**src/rtl/rpm_pkg.sv**
```systemverilog
// ============================================================================
// RCPC puncture position mapper - shared package
// Types, widths and mode codes used across the mapper pipeline.
// ============================================================================
`default_nettype none

package rpm_pkg;

  // Field widths.
  localparam int unsigned IndexW  = 12;
  localparam int unsigned CostW   = 16;
  localparam int unsigned PosW    = 13;
  localparam int unsigned KW      = 14;
  localparam int unsigned BlkW    = 11;
  localparam int unsigned TapIdxW = 5;
  localparam int unsigned ModeW   = 3;
  localparam int unsigned CfgIdxW = 2;

  // Largest coded index that is mapped.
  localparam int unsigned MaxIndex = 4095;

  // Saturation value for the mother position and reset of the length register.
  localparam logic [PosW-1:0] PosMax         = 13'd8191;
  localparam logic [PosW-1:0] MotherLenReset = 13'd432;

  // Puncturer selection codes.
  typedef enum logic [ModeW-1:0] {
    ModeR23  = 3'd0,
    ModeR13  = 3'd1,
    ModeR292 = 3'd2,
    ModeR148 = 3'd3,
    ModeR112 = 3'd4,
    ModeR72  = 3'd5,
    ModeR38  = 3'd6
  } mode_e;

  // Configuration register indexes.
  typedef enum logic [CfgIdxW-1:0] {
    RegMode      = 2'd0,
    RegMotherLen = 2'd1
  } cfg_reg_e;

  typedef struct packed {
    logic [IndexW-1:0] coded_index;
    logic [CostW-1:0]  soft_cost;
  } in_t;

  typedef struct packed {
    logic [PosW-1:0]  mother_position;
    logic             in_range;
    logic [CostW-1:0] cost_out;
  } out_t;

  // Hand-over from the stretch stage to the divider stages.
  typedef struct packed {
    logic                live;
    logic [IndexW-1:0]   jm1;
    logic [2*IndexW-1:0] prod;
    logic [CostW-1:0]    cost;
  } s1_t;

  // Hand-over from the divider stages to the mapping stages.
  typedef struct packed {
    logic               live;
    logic [BlkW-1:0]    blk;
    logic [TapIdxW-1:0] pos;
    logic [CostW-1:0]   cost;
  } s3_t;

endpackage : rpm_pkg

`default_nettype wire

```
**src/rtl/rpm_stretch.sv**
```systemverilog
// ============================================================================
// RCPC puncture position mapper - index check and stretch multiply
// Qualifies the coded index and forms the reciprocal product for the
// index stretch of the two stretched modes.
// ============================================================================
`default_nettype none

module rpm_stretch
  import rpm_pkg::*;
#(
  parameter int unsigned MaxIdx = MaxIndex
) (
  input  wire logic             clk_i,
  input  wire logic             rst_ni,
  input  wire logic [ModeW-1:0] mode_i,
  input  wire logic             in_valid_i,
  input  wire in_t              in_item_i,
  output logic                  in_ready_o,
  output logic                  out_valid_o,
  output s1_t                   out_item_o,
  input  wire logic             out_ready_i
);

  logic valid_q;
  s1_t  s1_d;
  s1_t  s1_q;

  // Reciprocals: floor(x/65) = (x*4033)>>18 and floor(x/35) = (x*3745)>>17
  // are exact for every 12-bit x.
  always_comb begin
    logic [IndexW-1:0] jm1;
    logic [IndexW-1:0] mul;
    jm1 = in_item_i.coded_index - IndexW'(1);
    case (mode_i)
      ModeR292: mul = 12'd4033;
      ModeR148: mul = 12'd3745;
      default:  mul = '0;
    endcase
    s1_d.live = (mode_i <= ModeR38) && (in_item_i.coded_index != '0) &&
                (32'(in_item_i.coded_index) <= MaxIdx);
    s1_d.jm1  = jm1;
    s1_d.prod = (2*IndexW)'(jm1) * (2*IndexW)'(mul);
    s1_d.cost = in_item_i.soft_cost;
  end

  assign in_ready_o  = !valid_q || out_ready_i;
  assign out_valid_o = valid_q;
  assign out_item_o  = s1_q;

  always_ff @(posedge clk_i or negedge rst_ni) begin
    if (!rst_ni) begin
      valid_q <= 1'b0;
    end else if (in_ready_o) begin
      valid_q <= in_valid_i;
    end
  end

  always_ff @(posedge clk_i) begin
    if (in_ready_o && in_valid_i) begin
      s1_q <= s1_d;
    end
  end

endmodule : rpm_stretch

`default_nettype wire

```
**src/rtl/rpm_divide.sv**
```systemverilog
// ============================================================================
// RCPC puncture position mapper - block divider
// Adds the stretch quotient, then splits the index into block number and
// position within the block by reciprocal multiplication over two stages.
// ============================================================================
`default_nettype none

module rpm_divide
  import rpm_pkg::*;
(
  input  wire logic             clk_i,
  input  wire logic             rst_ni,
  input  wire logic [ModeW-1:0] mode_i,
  input  wire logic             in_valid_i,
  input  wire s1_t              in_item_i,
  output logic                  in_ready_o,
  output logic                  out_valid_o,
  output s3_t                   out_item_o,
  input  wire logic             out_ready_i
);

  localparam int unsigned ProdW = 28;

  typedef struct packed {
    logic             live;
    logic [PosW-1:0]  im1;
    logic [ProdW-1:0] prod;
    logic [CostW-1:0] cost;
  } s2_t;

  logic s2_valid_q;
  logic s3_valid_q;
  logic s2_ready;
  logic s3_ready;
  s2_t  s2_d;
  s2_t  s2_q;
  s3_t  s3_d;
  s3_t  s3_q;

  // Stage two: stretched index minus one, times the reciprocal of the
  // block length. The reciprocals are exact for all 13-bit dividends.
  always_comb begin
    logic [6:0]      quot;
    logic [PosW-1:0] im1;
    logic [13:0]     mul;
    case (mode_i)
      ModeR292: quot = {1'b0, in_item_i.prod[23:18]};
      ModeR148: quot = in_item_i.prod[23:17];
      default:  quot = '0;
    endcase
    im1 = PosW'(in_item_i.jm1) + PosW'(quot);
    case (mode_i)
      ModeR23, ModeR292, ModeR112, ModeR13, ModeR148: mul = 14'd10923;
      ModeR72:                                        mul = 14'd14564;
      ModeR38:                                        mul = 14'd15421;
      default:                                        mul = '0;
    endcase
    s2_d.live = in_item_i.live;
    s2_d.im1  = im1;
    s2_d.prod = ProdW'(im1) * ProdW'(mul);
    s2_d.cost = in_item_i.cost;
  end

  // Stage three: shift out the quotient and recover the remainder.
  always_comb begin
    logic [4:0]       shift;
    logic [4:0]       tlen;
    logic [ProdW-1:0] shifted;
    logic [BlkW-1:0]  blk;
    logic [15:0]      base;
    logic [PosW-1:0]  rem;
    case (mode_i)
      ModeR23, ModeR292, ModeR112: begin
        shift = 5'd15;
        tlen  = 5'd3;
      end
      ModeR13, ModeR148: begin
        shift = 5'd16;
        tlen  = 5'd6;
      end
      ModeR72: begin
        shift = 5'd17;
        tlen  = 5'd9;
      end
      ModeR38: begin
        shift = 5'd18;
        tlen  = 5'd17;
      end
      default: begin
        shift = '0;
        tlen  = '0;
      end
    endcase
    shifted   = s2_q.prod >> shift;
    blk       = shifted[BlkW-1:0];
    base      = 16'(blk) * 16'(tlen);
    rem       = s2_q.im1 - base[PosW-1:0];
    s3_d.live = s2_q.live;
    s3_d.blk  = blk;
    s3_d.pos  = rem[TapIdxW-1:0];
    s3_d.cost = s2_q.cost;
  end

  assign s3_ready    = !s3_valid_q || out_ready_i;
  assign s2_ready    = !s2_valid_q || s3_ready;
  assign in_ready_o  = s2_ready;
  assign out_valid_o = s3_valid_q;
  assign out_item_o  = s3_q;

  always_ff @(posedge clk_i or negedge rst_ni) begin
    if (!rst_ni) begin
      s2_valid_q <= 1'b0;
      s3_valid_q <= 1'b0;
    end else begin
      if (s2_ready) begin
        s2_valid_q <= in_valid_i;
      end
      if (s3_ready) begin
        s3_valid_q <= s2_valid_q;
      end
    end
  end

  always_ff @(posedge clk_i) begin
    if (s2_ready && in_valid_i) begin
      s2_q <= s2_d;
    end
    if (s3_ready && s2_valid_q) begin
      s3_q <= s3_d;
    end
  end

endmodule : rpm_divide

`default_nettype wire

```
**src/rtl/rpm_map.sv**
```systemverilog
// ============================================================================
// RCPC puncture position mapper - position mapping and range check
// Forms the mother position from block and tap table, then saturates it and
// checks it against the mother length.
// ============================================================================
`default_nettype none

module rpm_map
  import rpm_pkg::*;
(
  input  wire logic             clk_i,
  input  wire logic             rst_ni,
  input  wire logic [ModeW-1:0] mode_i,
  input  wire logic [PosW-1:0]  mlen_i,
  input  wire logic             in_valid_i,
  input  wire s3_t              in_item_i,
  output logic                  in_ready_o,
  output logic                  out_valid_o,
  output out_t                  out_item_o,
  input  wire logic             out_ready_i
);

  typedef struct packed {
    logic             live;
    logic [KW-1:0]    k;
    logic [CostW-1:0] cost;
  } s4_t;

  // Tap tables, padded with zeros to a power of two.
  localparam logic [4:0] TapR23 [4] = '{5'd1, 5'd2, 5'd5, 5'd0};
  localparam logic [4:0] TapR13 [8] = '{5'd1, 5'd2, 5'd3, 5'd5, 5'd6, 5'd7, 5'd0, 5'd0};
  localparam logic [4:0] TapR112 [4] = '{5'd1, 5'd2, 5'd4, 5'd0};
  localparam logic [4:0] TapR72 [16] = '{5'd1, 5'd2, 5'd3, 5'd4, 5'd5, 5'd7, 5'd8, 5'd10,
                                         5'd11, 5'd0, 5'd0, 5'd0, 5'd0, 5'd0, 5'd0, 5'd0};
  localparam logic [4:0] TapR38 [32] = '{5'd1, 5'd2, 5'd3, 5'd4, 5'd5, 5'd7, 5'd8, 5'd10,
                                         5'd11, 5'd13, 5'd14, 5'd16, 5'd17, 5'd19, 5'd20,
                                         5'd22, 5'd23, 5'd0, 5'd0, 5'd0, 5'd0, 5'd0, 5'd0,
                                         5'd0, 5'd0, 5'd0, 5'd0, 5'd0, 5'd0, 5'd0, 5'd0,
                                         5'd0};

  logic s4_valid_q;
  logic s5_valid_q;
  logic s4_ready;
  logic s5_ready;
  s4_t  s4_d;
  s4_t  s4_q;
  out_t s5_d;
  out_t s5_q;

  always_comb begin
    logic [4:0]  period;
    logic [4:0]  tap;
    logic [15:0] base;
    case (mode_i)
      ModeR23, ModeR292: begin
        period = 5'd8;
        tap    = TapR23[in_item_i.pos[1:0]];
      end
      ModeR13, ModeR148: begin
        period = 5'd8;
        tap    = TapR13[in_item_i.pos[2:0]];
      end
      ModeR112: begin
        period = 5'd6;
        tap    = TapR112[in_item_i.pos[1:0]];
      end
      ModeR72: begin
        period = 5'd12;
        tap    = TapR72[in_item_i.pos[3:0]];
      end
      ModeR38: begin
        period = 5'd24;
        tap    = TapR38[in_item_i.pos];
      end
      default: begin
        period = '0;
        tap    = '0;
      end
    endcase
    base      = 16'(in_item_i.blk) * 16'(period);
    s4_d.live = in_item_i.live;
    s4_d.k    = base[KW-1:0] + KW'(tap);
    s4_d.cost = in_item_i.cost;
  end

  // Items that were not mapped show position zero and no cost.
  always_comb begin
    logic ok;
    ok = s4_q.live && (s4_q.k != '0) && (s4_q.k <= KW'(mlen_i));
    if (!s4_q.live) begin
      s5_d.mother_position = '0;
    end else if (s4_q.k > KW'(PosMax)) begin
      s5_d.mother_position = PosMax;
    end else begin
      s5_d.mother_position = s4_q.k[PosW-1:0];
    end
    s5_d.in_range = ok;
    s5_d.cost_out = ok ? s4_q.cost : '0;
  end

  assign s5_ready    = !s5_valid_q || out_ready_i;
  assign s4_ready    = !s4_valid_q || s5_ready;
  assign in_ready_o  = s4_ready;
  assign out_valid_o = s5_valid_q;
  assign out_item_o  = s5_q;

  always_ff @(posedge clk_i or negedge rst_ni) begin
    if (!rst_ni) begin
      s4_valid_q <= 1'b0;
      s5_valid_q <= 1'b0;
    end else begin
      if (s4_ready) begin
        s4_valid_q <= in_valid_i;
      end
      if (s5_ready) begin
        s5_valid_q <= s4_valid_q;
      end
    end
  end

  always_ff @(posedge clk_i) begin
    if (s4_ready && in_valid_i) begin
      s4_q <= s4_d;
    end
    if (s5_ready && s4_valid_q) begin
      s5_q <= s5_d;
    end
  end

endmodule : rpm_map

`default_nettype wire

```
**src/rtl/rcpc_puncture_position_mapper.sv**
```systemverilog
// ============================================================================
// RCPC puncture position mapper - top level
// Maps punctured coded-symbol indexes to rate-1/4 mother-code positions.
// ============================================================================
// The mapper accepts one item in every clock cycle unless an output stall has
// filled the pipeline. Its five stages are index check and stretch
// multiply, stretch add and block multiply, block and remainder split, tap
// lookup and position sum, and finally saturation and the range check against
// the mother length. Each stage holds its item while the stage after it is
// full, so a stall on the output only stops the input once every stage is
// occupied; bubbles are squeezed out on the way. The puncturer mode and the
// mother length are read live by the stages, so they should only be written
// while no item is in flight. Unused modes, a zero index and indexes beyond
// the largest index set by MaxIdx give position zero with the range flag clear.
// ============================================================================
`default_nettype none

module rcpc_puncture_position_mapper
  import rpm_pkg::*;
#(
  parameter int unsigned MaxIdx = MaxIndex
) (
  input  wire logic               clk_i,
  input  wire logic               rst_ni,
  // Input items.
  input  wire logic               in_valid_i,
  output logic                    in_stall_o,
  input  wire in_t                in_item_i,
  // Result items.
  output logic                    out_valid_o,
  input  wire logic               out_stall_i,
  output out_t                    out_item_o,
  // Configuration writes.
  input  wire logic               cfg_valid_i,
  output logic                    cfg_ready_o,
  input  wire logic [CfgIdxW-1:0] cfg_index_i,
  input  wire logic [PosW-1:0]    cfg_data_i
);

  logic [ModeW-1:0] mode_q;
  logic [PosW-1:0]  mlen_q;

  logic s1_in_ready;
  logic s1_valid;
  logic s1_ready;
  s1_t  s1_item;
  logic s3_valid;
  logic s3_ready;
  s3_t  s3_item;

  // Registers are always writable; writes to unknown indexes are dropped.
  assign cfg_ready_o = 1'b1;

  always_ff @(posedge clk_i or negedge rst_ni) begin
    if (!rst_ni) begin
      mode_q <= ModeR23;
      mlen_q <= MotherLenReset;
    end else if (cfg_valid_i && cfg_ready_o) begin
      case (cfg_index_i)
        RegMode:      mode_q <= cfg_data_i[ModeW-1:0];
        RegMotherLen: mlen_q <= cfg_data_i;
        default:      ;
      endcase
    end
  end

  // The stall towards the source is simply the first stage being unable
  // to take a new item.
  assign in_stall_o = !s1_in_ready;

  rpm_stretch #(
    .MaxIdx (MaxIdx)
  ) u_stretch (
    .clk_i       (clk_i),
    .rst_ni      (rst_ni),
    .mode_i      (mode_q),
    .in_valid_i  (in_valid_i),
    .in_item_i   (in_item_i),
    .in_ready_o  (s1_in_ready),
    .out_valid_o (s1_valid),
    .out_item_o  (s1_item),
    .out_ready_i (s1_ready)
  );

  rpm_divide u_divide (
    .clk_i       (clk_i),
    .rst_ni      (rst_ni),
    .mode_i      (mode_q),
    .in_valid_i  (s1_valid),
    .in_item_i   (s1_item),
    .in_ready_o  (s1_ready),
    .out_valid_o (s3_valid),
    .out_item_o  (s3_item),
    .out_ready_i (s3_ready)
  );

  rpm_map u_map (
    .clk_i       (clk_i),
    .rst_ni      (rst_ni),
    .mode_i      (mode_q),
    .mlen_i      (mlen_q),
    .in_valid_i  (s3_valid),
    .in_item_i   (s3_item),
    .in_ready_o  (s3_ready),
    .out_valid_o (out_valid_o),
    .out_item_o  (out_item_o),
    .out_ready_i (!out_stall_i)
  );

endmodule : rcpc_puncture_position_mapper

`default_nettype wire

```
**config.mk**
```make
export PLATFORM = sky130hd
export DESIGN_NAME = rcpc_puncture_position_mapper
export DESIGN_NICKNAME = d
export VERILOG_FILES = /design/src/rtl/rpm_pkg.sv /design/src/rtl/rpm_stretch.sv /design/src/rtl/rpm_divide.sv /design/src/rtl/rpm_map.sv /design/src/rtl/rcpc_puncture_position_mapper.sv
export SDC_FILE = /design/constraint.sdc
export NUM_CORES = 1
export LEC_CHECK = 0
export BUFFER_PORTS_ARGS = -buffer_cell sky130_fd_sc_hd__buf_4
export CORE_ASPECT_RATIO = 0.8
export CORE_MARGIN = 1
export CORE_UTILIZATION = 41
export DETAILED_ROUTE_END_ITERATION = 8
export PLACE_DENSITY_LB_ADDON = 0.25
export SYNTH_ARGS = -nofsm -noshare
export SYNTH_HDL_FRONTEND = slang
export SYNTH_SLANG_ARGS = --single-unit
```
**constraint.sdc**
```tcl
create_clock -name clk_i -period 8.8 [get_ports clk_i]
set_input_delay 0.88 -clock clk_i [delete_from_list [all_inputs] [get_ports clk_i]]
set_output_delay 0.88 -clock clk_i [all_outputs]
set_load 0.02 [all_outputs]
```
==> impl_metrics.toml, run 1 <==
[sta]
finalSetupViolCount = 0
slew-limit-headroom = 0.2960
max_freq_mhz = 124.0
worst_slew_pin_slew_ps = 1045
fin_crit_ps = 8063
hold_viol_final = 0
rsz0062_at_grt = "no"
skew_ps = 11.12
slew_violations = 0
fin_crit_sh = 0.9162
finalSetupTns_ps = 0

[die]
dieArea_um2 = 45100
initial_utilization = 0.4181
die-width_um = 237.2
ios = 81
rows = 68
coreArea_um2 = 43390
dieHeight_um = 190.1

[routing]
postRouteAntennaNets = 0
wl_per_cell_um = 17.19
vias = 12010
drt_iter0_markers = 752
firstDrtPassIters = 5
drcViolationCount = 0
wirelength_um = 40490
drt-vias-per-instance = 5.097

[global_route]
grt_remaining_overflow = 0
grt_usage = 0.1889
grt_max_degree = 37
grt_pass1_wl_um = 65820
grt_pass1_vias = 12130
antenna_found_initial = 0

[cts]
cts_tree = "done"
htreeDepth = 4
cts_resized = 0
clk_transition_reported_paths_ps = 80
clk_latency_ps = 440
holdBufCountCts = 0
postCtsSetupRepairBufs = 0
numCtsBuffers = 17
cts_max_path_buffers = 2
clockRootBuffer = "clkbuf_16"
clkSinkCount = 196

[cells_and_area]
drive_above_1_share = 0.09855
nFillCells = 4096
seq_area_um2 = 5786
stdcell_count = 2356
nets = 2237
area_growth_syn_to_layout_pct = 10.35
antennaDiodeCount = 0
multi_input_area_um2 = 10920

[place]
dp.cells = 2324
port_buffers = 79
dp_hpwl_um = 33660
place.gp.congestion = 0.8937

[status]
status = "complete, no violations"

[job]
max_cap_violations = 0

[synthesis]
synth_commonest_cells = "inv_1 (340), ha_1 (210), fa_1 (196), edfxtp_1 (175), nor2_1 (148)"
netlist_area_um2 = 18140
synth_warnings = 0
syn-num-nets = 2159
synth_seq_area_share = 0.3189
synth_top_area_frac = 0.2897
synth_area_leader_cell = "edfxtp_1"
synth_edf_count = 175
syn_avg_cell_area_um2 = 10.64
yosysMostFrequentCell = "inv_1"
async_reset_ff_frac = 0.1071
ys_ff_latch = 196
synthCells = 1705
ys_types = 75
synthTopCellsByArea = "edfxtp_1 (29%), fa_1 (22%), ha_1 (14%)"
ys.flop_type = "edfxtp_1"

[critical_path]
critical_path_class = "flip-flop to flip-flop"
max_stage_delay_ps = 550
endpoint_kind = "flip-flop"
arrival_ps = 8250
required_ps = 8990
cp_max_fo = 11
crit_slowest_cell = "fa_1"
reg2reg_depth = 27
start_kind = "flip-flop"
cpMostUsedCell = "fa_1"

[min_path]
min_path_type = "primary input to asynchronous set/reset pin"
## per-layer routing
| metal | up-vias | wire (µm) | global-route usage |
|---|---|---|---|
| li1 | 5730 | - | - |
| met1 | 5910 | 20280 | 0.2902 |
| met2 | 344 | 17370 | 0.2784 |
| met3 | 25 | 2428 | 0.03468 |
| met4 | 0 | 415 | 0.03375 |
| met5 | - | 0 | 0 |
## worst max-delay path: cells and delay by family (launching register included)
kind,cells,cell delay (ps)
AO/OA/AOI/OAI,9,2040
buffers and inverters,3,150
XOR/XNOR,2,560
flip-flops,1,390
AND/OR/NAND/NOR,5,1070
adder cells (fa/ha/maj),8,3580
## sequential cells by signal (all words and copies together) (netlist names)
signal,cells
u_stretch.out_valid_o,1
u_divide.s2_valid_q,1
mlen_q,13
u_map.s4_valid_q,1
u_divide.s2_q,45
mode_q,3
u_map.out_valid_o,1
u_map.s4_q,31
u_divide.out_valid_o,1
u_stretch.out_item_o,36
u_map.out_item_o,30
u_divide.out_item_o,33
## cells by family after synthesis
kind of cell,count (synthesis),synth area share
buffers and inverters,379,0.07918
flip-flops,196,0.3189
AND/OR/NAND/NOR,408,0.1048
XOR/XNOR,73,0.03566
multiplexers,43,0.02738
adder cells (fa/ha/maj),406,0.3611
AO/OA/AOI/OAI,199,0.07270
other,1,0.0002067
## layout make-up
cell class | instances | area share
repair buffers | 96 | 0.03600
clock inverters | 13 | 0.007563
flip-flops and latches | 196 | 0.2890
well taps | 560 | 0.03500
clock buffers | 19 | 0.02269
inverters | 342 | 0.06413
multi-input cells | 1130 | 0.5456
## stage by stage
| stage | cell area [µm²] | hold WS [ps] | util | setup WS, ps |
|---|---|---|---|---|
| final | 20020 | 320.3 | 0.4613 | 737.2 |
| after detailed placement | 19410 | 404.5 | 0.4474 | 810.6 |
| after global placement | 19410 | 400.5 | 0.4474 | 927.2 |
| after CTS | 20020 | 305.5 | 0.4613 | 779.1 |
| after floorplan | 18140 | 400.3 | - | 1270 |
| after global routing | 20020 | 319.6 | 0.4613 | 160.4 |
## path summary, 6_finish.rpt
| check | start | endpoint | slack, ps |
|---|---|---|---|
| min in group clk_i | u_divide.out_item_o[11] | u_map.s4_q[11] | 420 |
| min reg2reg | u_divide.out_item_o[11] | u_map.s4_q[11] | 420 |
| max reg2reg | mode_q[2] | u_divide.s2_q[42] | 740 |
| max | mode_q[2] | u_divide.s2_q[42] | 740 |
| max in group asynchronous | rst_ni | mlen_q[8] | 8190 |
| min | rst_ni | mlen_q[3] | 320 |
## layout by cell type (no fill, tap or decap), drive strengths merged, types with 5 or more instances in the layout
cell	netlist	layout
a2111oi	6	6
a211oi	5	5
a21boi	5	5
a21o	20	20
a21oi	52	52
a31oi	7	7
and2	45	45
and3	9	9
buf	14	96
clkbuf	23	19
clkinv	1	5
dfrtp	17	17
edfxtp	175	175
fa	196	196
ha	210	210
inv	341	348
mux2	20	20
mux2i	20	20
nand2	115	115
nand2b	18	18
nand3	18	18
nand4	6	6
nor2	148	148
nor2b	12	12
nor3	11	11
nor4	7	7
o211ai	9	9
o21a	19	19
o21ai	51	51
or2	8	8
xnor2	47	47
xor2	26	26
Power of run 1 is left out: the tool's default activity adds up to more than one toggle a clock period on the data nets, which glitch-free logic cannot reach.
==> run 2: changes to the inputs <==
ABC_AREA = 1   (was default)
==> run 2 against run 1 <==
Against the previous run:
- wire length is 8.8% higher
- critical endpoint is now u_divide.s2_q[37]
- critical path depth is 9 higher
- design area is 2.4% higher
- cell count is 14% higher
- clock skew is 3.6 ps higher
==> impl_metrics.toml, run 2 <==
[cts]
cts_max_path_buffers = 2
clk_transition_reported_paths_ps = 90
postCtsSetupRepairBufs = 0
cts_tree = "done"
clk_latency_ps = 460
numCtsBuffers = 17
cts_resized = 0
holdBufCountCts = 0
clkSinkCount = 198
htreeDepth = 4
clockRootBuffer = "clkbuf_16"

[global_route]
grt_usage = 0.2025
grt_pass1_wl_um = 71660
grt_max_degree = 48
antenna_found_initial = 0
grt_pass1_vias = 13490
grt_remaining_overflow = 0

[routing]
postRouteAntennaNets = 0
drt-vias-per-instance = 4.935
drcViolationCount = 0
vias = 13260
wl_per_cell_um = 16.40
wirelength_um = 44070
firstDrtPassIters = 6
drt_iter0_markers = 961

[synthesis]
synthCells = 1995
synth_top_family_by_area = "adder cells"
synth_fa_ha_area_frac = 0.3525
netlist_area_um2 = 18590
yosysMostFrequentCell = "inv_1"
synthTopCellsByArea = "edfxtp_1 (29%), fa_1 (21%), ha_1 (14%)"
yosys.area_share.simple = 0.1407
ys_types = 48
synth_top_area_frac = 0.2860
synth_edf_count = 177
ys_ff_latch = 198
ys.flop_type = "edfxtp_1"
async_reset_ff_frac = 0.1061
synthMuxAreaShare = 0.001616
synth_area_leader_cell = "edfxtp_1"
syn-num-nets = 2449
synth-compound-area-share = 0.05709
syn_avg_cell_area_um2 = 9.317
synth_commonest_cells = "inv_1 (476), nand2_1 (283), nor2_1 (226), ha_1 (210), fa_1 (196)"
synth_xor_area_frac = 0.02733
synth_seq_area_share = 0.3145
synth_warnings = 0

[cells_and_area]
largest_reg_flops = 47
area_growth_syn_to_layout_pct = 10.32
drive_above_1_share = 0.07390
finish.utilization = 0.4603
antennaDiodeCount = 0
final_cell_mix = "inv_1 (476), nand2_1 (283), nor2_1 (224)"
final_area_um2 = 20500
regMostFlops = "u_divide.s2_q"
nets = 2525
mostFrequentLayoutCell = "inv_1"

[critical_path]
arrival_ps = 8400
cpMostUsedCell = "inv_1"
cp_max_fo = 18
cp-endpoint = "u_divide.s2_q[37]"
startpoint = "mode_q[2]"
crit_buf_inv = 10
max_stage_delay_ps = 580
rr_endpoint = "u_divide.s2_q[37]"
crit_family = "adder cells"
required_ps = 9010
reg2reg_setup_slack_ps = 610
crit_slowest_cell = "fa_1"
reg2reg_depth = 36
endpoint_kind = "flip-flop"
critical_path_class = "flip-flop to flip-flop"
cp.depth = 36
start_kind = "flip-flop"
reg2reg_from = "mode_q[2]"

[sta]
rsz0062_at_grt = "no"
finalSetupTns_ps = 0
slew-limit-headroom = 0.2971
slew_violations = 0
finalSetupViolCount = 0
hold_viol_final = 0
fin_crit_sh = 0.9309
max_freq_mhz = 122.1
fin_crit_ps = 8192
skew_ps = 14.71
worst_slew_pin_slew_ps = 1051

[min_path]
min_path_type = "primary input to asynchronous set/reset pin"

[status]
status = "complete, no violations"

[place]
place.gp.congestion = 0.9088
port_buffers = 79
placed_cell_area_um2 = 19860
dp_hpwl_um = 36410

[die]
die-width_um = 240.0
dieHeight_um = 192.4
dieArea_um2 = 46190
ios = 81
rows = 69
coreArea_um2 = 44550
initial_utilization = 0.4172

[job]
max_cap_violations = 0
## run 2: cell families after synthesis
logic type,Yosys count
AND/OR/NAND/NOR,624
buffers and inverters,513
adder cells (fa/ha/maj),406
flip-flops,198
AO/OA/AOI/OAI,192
XOR/XNOR,58
multiplexers,3
other,1
## run 2: routing by layer
| metal | up-vias | share of wire | global-route usage |
|---|---|---|---|
| met5 | - | 0 | 0 |
| met4 | 0 | 0.013 | 0.04238 |
| met3 | 48 | 0.072 | 0.03834 |
| met2 | 416 | 0.43 | 0.3080 |
| met1 | 6390 | 0.49 | 0.2989 |
| li1 | 6406 | - | - |
## run 2: worst min-delay path by stage
stage | from | endpoint | slack (ps) | depth (start not counted)
floorplan | u_divide.s2_q[0] | u_divide.out_item_o[0] | 400 | 0
global placement | u_divide.out_item_o[1] | u_map.s4_q[1] | 400 | 0
detailed placement | u_divide.s2_q[15] | u_divide.out_item_o[15] | 400 | 0
CTS | rst_ni | mlen_q[9] | 300 | 1
global route | rst_ni | mlen_q[9] | 320 | 1
finish | rst_ni | mlen_q[12] | 320 | 1
## run 2: area by class of cell
type,instances,area [µm²]
Inverter,483,1824
Sequential cell,198,5846
Clock inverter,15,219.0
Multi-Input combinational cell,1284,10780
Clock buffer,17,425.4
Fill cell,4283,24040
Tap cell,603,754.5
Timing Repair Buffer,87,653.1
## run 2: metrics by stage
stage | hold WS, ps | worst slack [ps] | cells
2_1_floorplan | 400.3 | 1512 | 1995
3_3_place_gp | 400.3 | 862.6 | 2655
3_5_place_dp | 404.5 | 626.1 | 2655
4_1_cts | 304.3 | 595.4 | 2687
5_1_grt | 324.7 | 21.35 | 2687
6_report | 316.5 | 608.5 | 2687
Power of run 2 is left out for the same reason.
==> run 3: changes to the inputs <==
CTS_BUF_LIST = sky130_fd_sc_hd__clkbuf_2   (was default)
==> run 3 against run 2 <==
Against the previous run:
- sequential cell count unchanged
- clock-buffer cell count unchanged
- non-clock buffer count increased by 1
- cell count barely moved
- setup slack got worse by 21 ps
- register-to-register slack worse by 20 ps
- utilization down 0.74 points
- hold slack worse by 150 ps
==> impl_metrics.toml, run 3 (synthesis results as in run 2) <==
[critical_path]
start_kind = "flip-flop"
reg2reg_from = "mode_q[2]"
endpoint_kind = "flip-flop"
crit_buf_inv = 10
crit_family = "adder cells"
required_ps = 9440
reg2reg_setup_slack_ps = 590
cp.depth = 36
critical_path_class = "flip-flop to flip-flop"
reg2reg_depth = 36
cp_max_fo = 18
max_stage_delay_ps = 570
startpoint = "mode_q[2]"
crit_slowest_cell = "fa_1"
arrival_ps = 8860
rr_endpoint = "u_divide.s2_q[37]"
cpMostUsedCell = "inv_1"

[cts]
clk_transition_reported_paths_ps = 360
clk_latency_ps = 870
numCtsBuffers = 17
htreeDepth = 4
clockRootBuffer = "clkbuf_2"
cts_max_path_buffers = 2
cts_tree = "done"
clkSinkCount = 198

[sta]
setup_ws_ps = 587.1
rsz0062_at_grt = "no"
slew-limit-headroom = 0.3018
skew_ps = 59.58
worst_slew_pin_slew_ps = 1044
fin_crit_ps = 8213
slew_violations = 0
max_freq_mhz = 121.8
hold-worst-slack_ps = 162.0
finalSetupTns_ps = 0
fin_crit_sh = 0.9333
hold_viol_final = 0
finalSetupViolCount = 0

[global_route]
antenna_found_initial = 1
grt_remaining_overflow = 0
grt_max_degree = 48
grt_usage = 0.2025
grt_pass1_wl_um = 71570
grt_pass1_vias = 13490

[job]
max_cap_violations = 0

[routing]
drt-vias-per-instance = 4.937
drt_iter0_markers = 945
vias = 13280
postRouteAntennaNets = 0
wirelength_um = 43930
wl_per_cell_um = 16.34
drcViolationCount = 0
firstDrtPassIters = 6

[place]
dp_slack_ps = 626.1
dp_hpwl_um = 36410
place.gp.congestion = 0.9088
port_buffers = 79

[die]
rows = 69
coreArea_um2 = 44550
dieArea_um2 = 46190
dieHeight_um = 192.4
ios = 81
die-width_um = 240.0
initial_utilization = 0.4172

[cells_and_area]
nets = 2526
seq_area_um2 = 5846
mostFrequentLayoutCell = "inv_1"
regMostFlops = "u_divide.s2_q"
nFillCells = 4335
final_cell_mix = "inv_1 (476), nand2_1 (283), nor2_1 (224)"
drive_above_1_share = 0.07386
largest_reg_flops = 47
area_growth_syn_to_layout_pct = 8.556
multi_input_area_um2 = 10780
finish.utilization = 0.4529

[min_path]
min_from = "in_item_i[11]"
holdPathStages = 1
hold_end = "u_stretch.out_item_o[11]"
min_path_type = "primary input to flip-flop"

[status]
status = "complete, no violations"
## run 3: area by class of cell
class | count | area share
Sequential cell | 198 | 0.2897
Tap cell | 603 | 0.03739
Clock buffer | 17 | 0.004217
Clock inverter | 15 | 0.01085
Antenna cell | 1 | 0.0001240
Timing Repair Buffer | 88 | 0.03287
Multi-Input combinational cell | 1284 | 0.5344
Inverter | 483 | 0.09041
## run 3: worst max-delay path by stage
| stage | end | slack [ps] |
|---|---|---|
| 2_1_floorplan | u_divide.s2_q[37] | 1510 |
| 3_3_place_gp | u_divide.s2_q[40] | 860 |
| 4_1_cts | u_divide.s2_q[37] | 580 |
| 6_report | u_divide.s2_q[37] | 590 |
| 5_1_grt | u_divide.s2_q[37] | 30 |
| 3_5_place_dp | u_divide.s2_q[37] | 630 |
## run 3: layer usage
metal	vias up	track usage	wire, µm
li1	6412	-	-
met1	6413	0.2995	21670
met2	416	0.3089	18940
met3	34	0.04062	2849
met4	0	0.03503	468
met5	-	0	0
## run 3: per-stage QoR
| step | cells | instance area, µm² |
|---|---|---|
| 2_1_floorplan | 1995 | 18590 |
| 3_3_place_gp | 2655 | 19860 |
| 3_5_place_dp | 2655 | 19860 |
| 4_1_cts | 2688 | 20170 |
| 5_1_grt | 2689 | 20180 |
| 6_report | 2689 | 20180 |
## run 3: timing repair
item,CTS,global route
endpoints found under the setup margin,0,3
setup buffers,0,0
resized for setup,0,1
hold endpoints to repair,17,0
hold buffers,1,0
Power of run 3 is left out for the same reason.
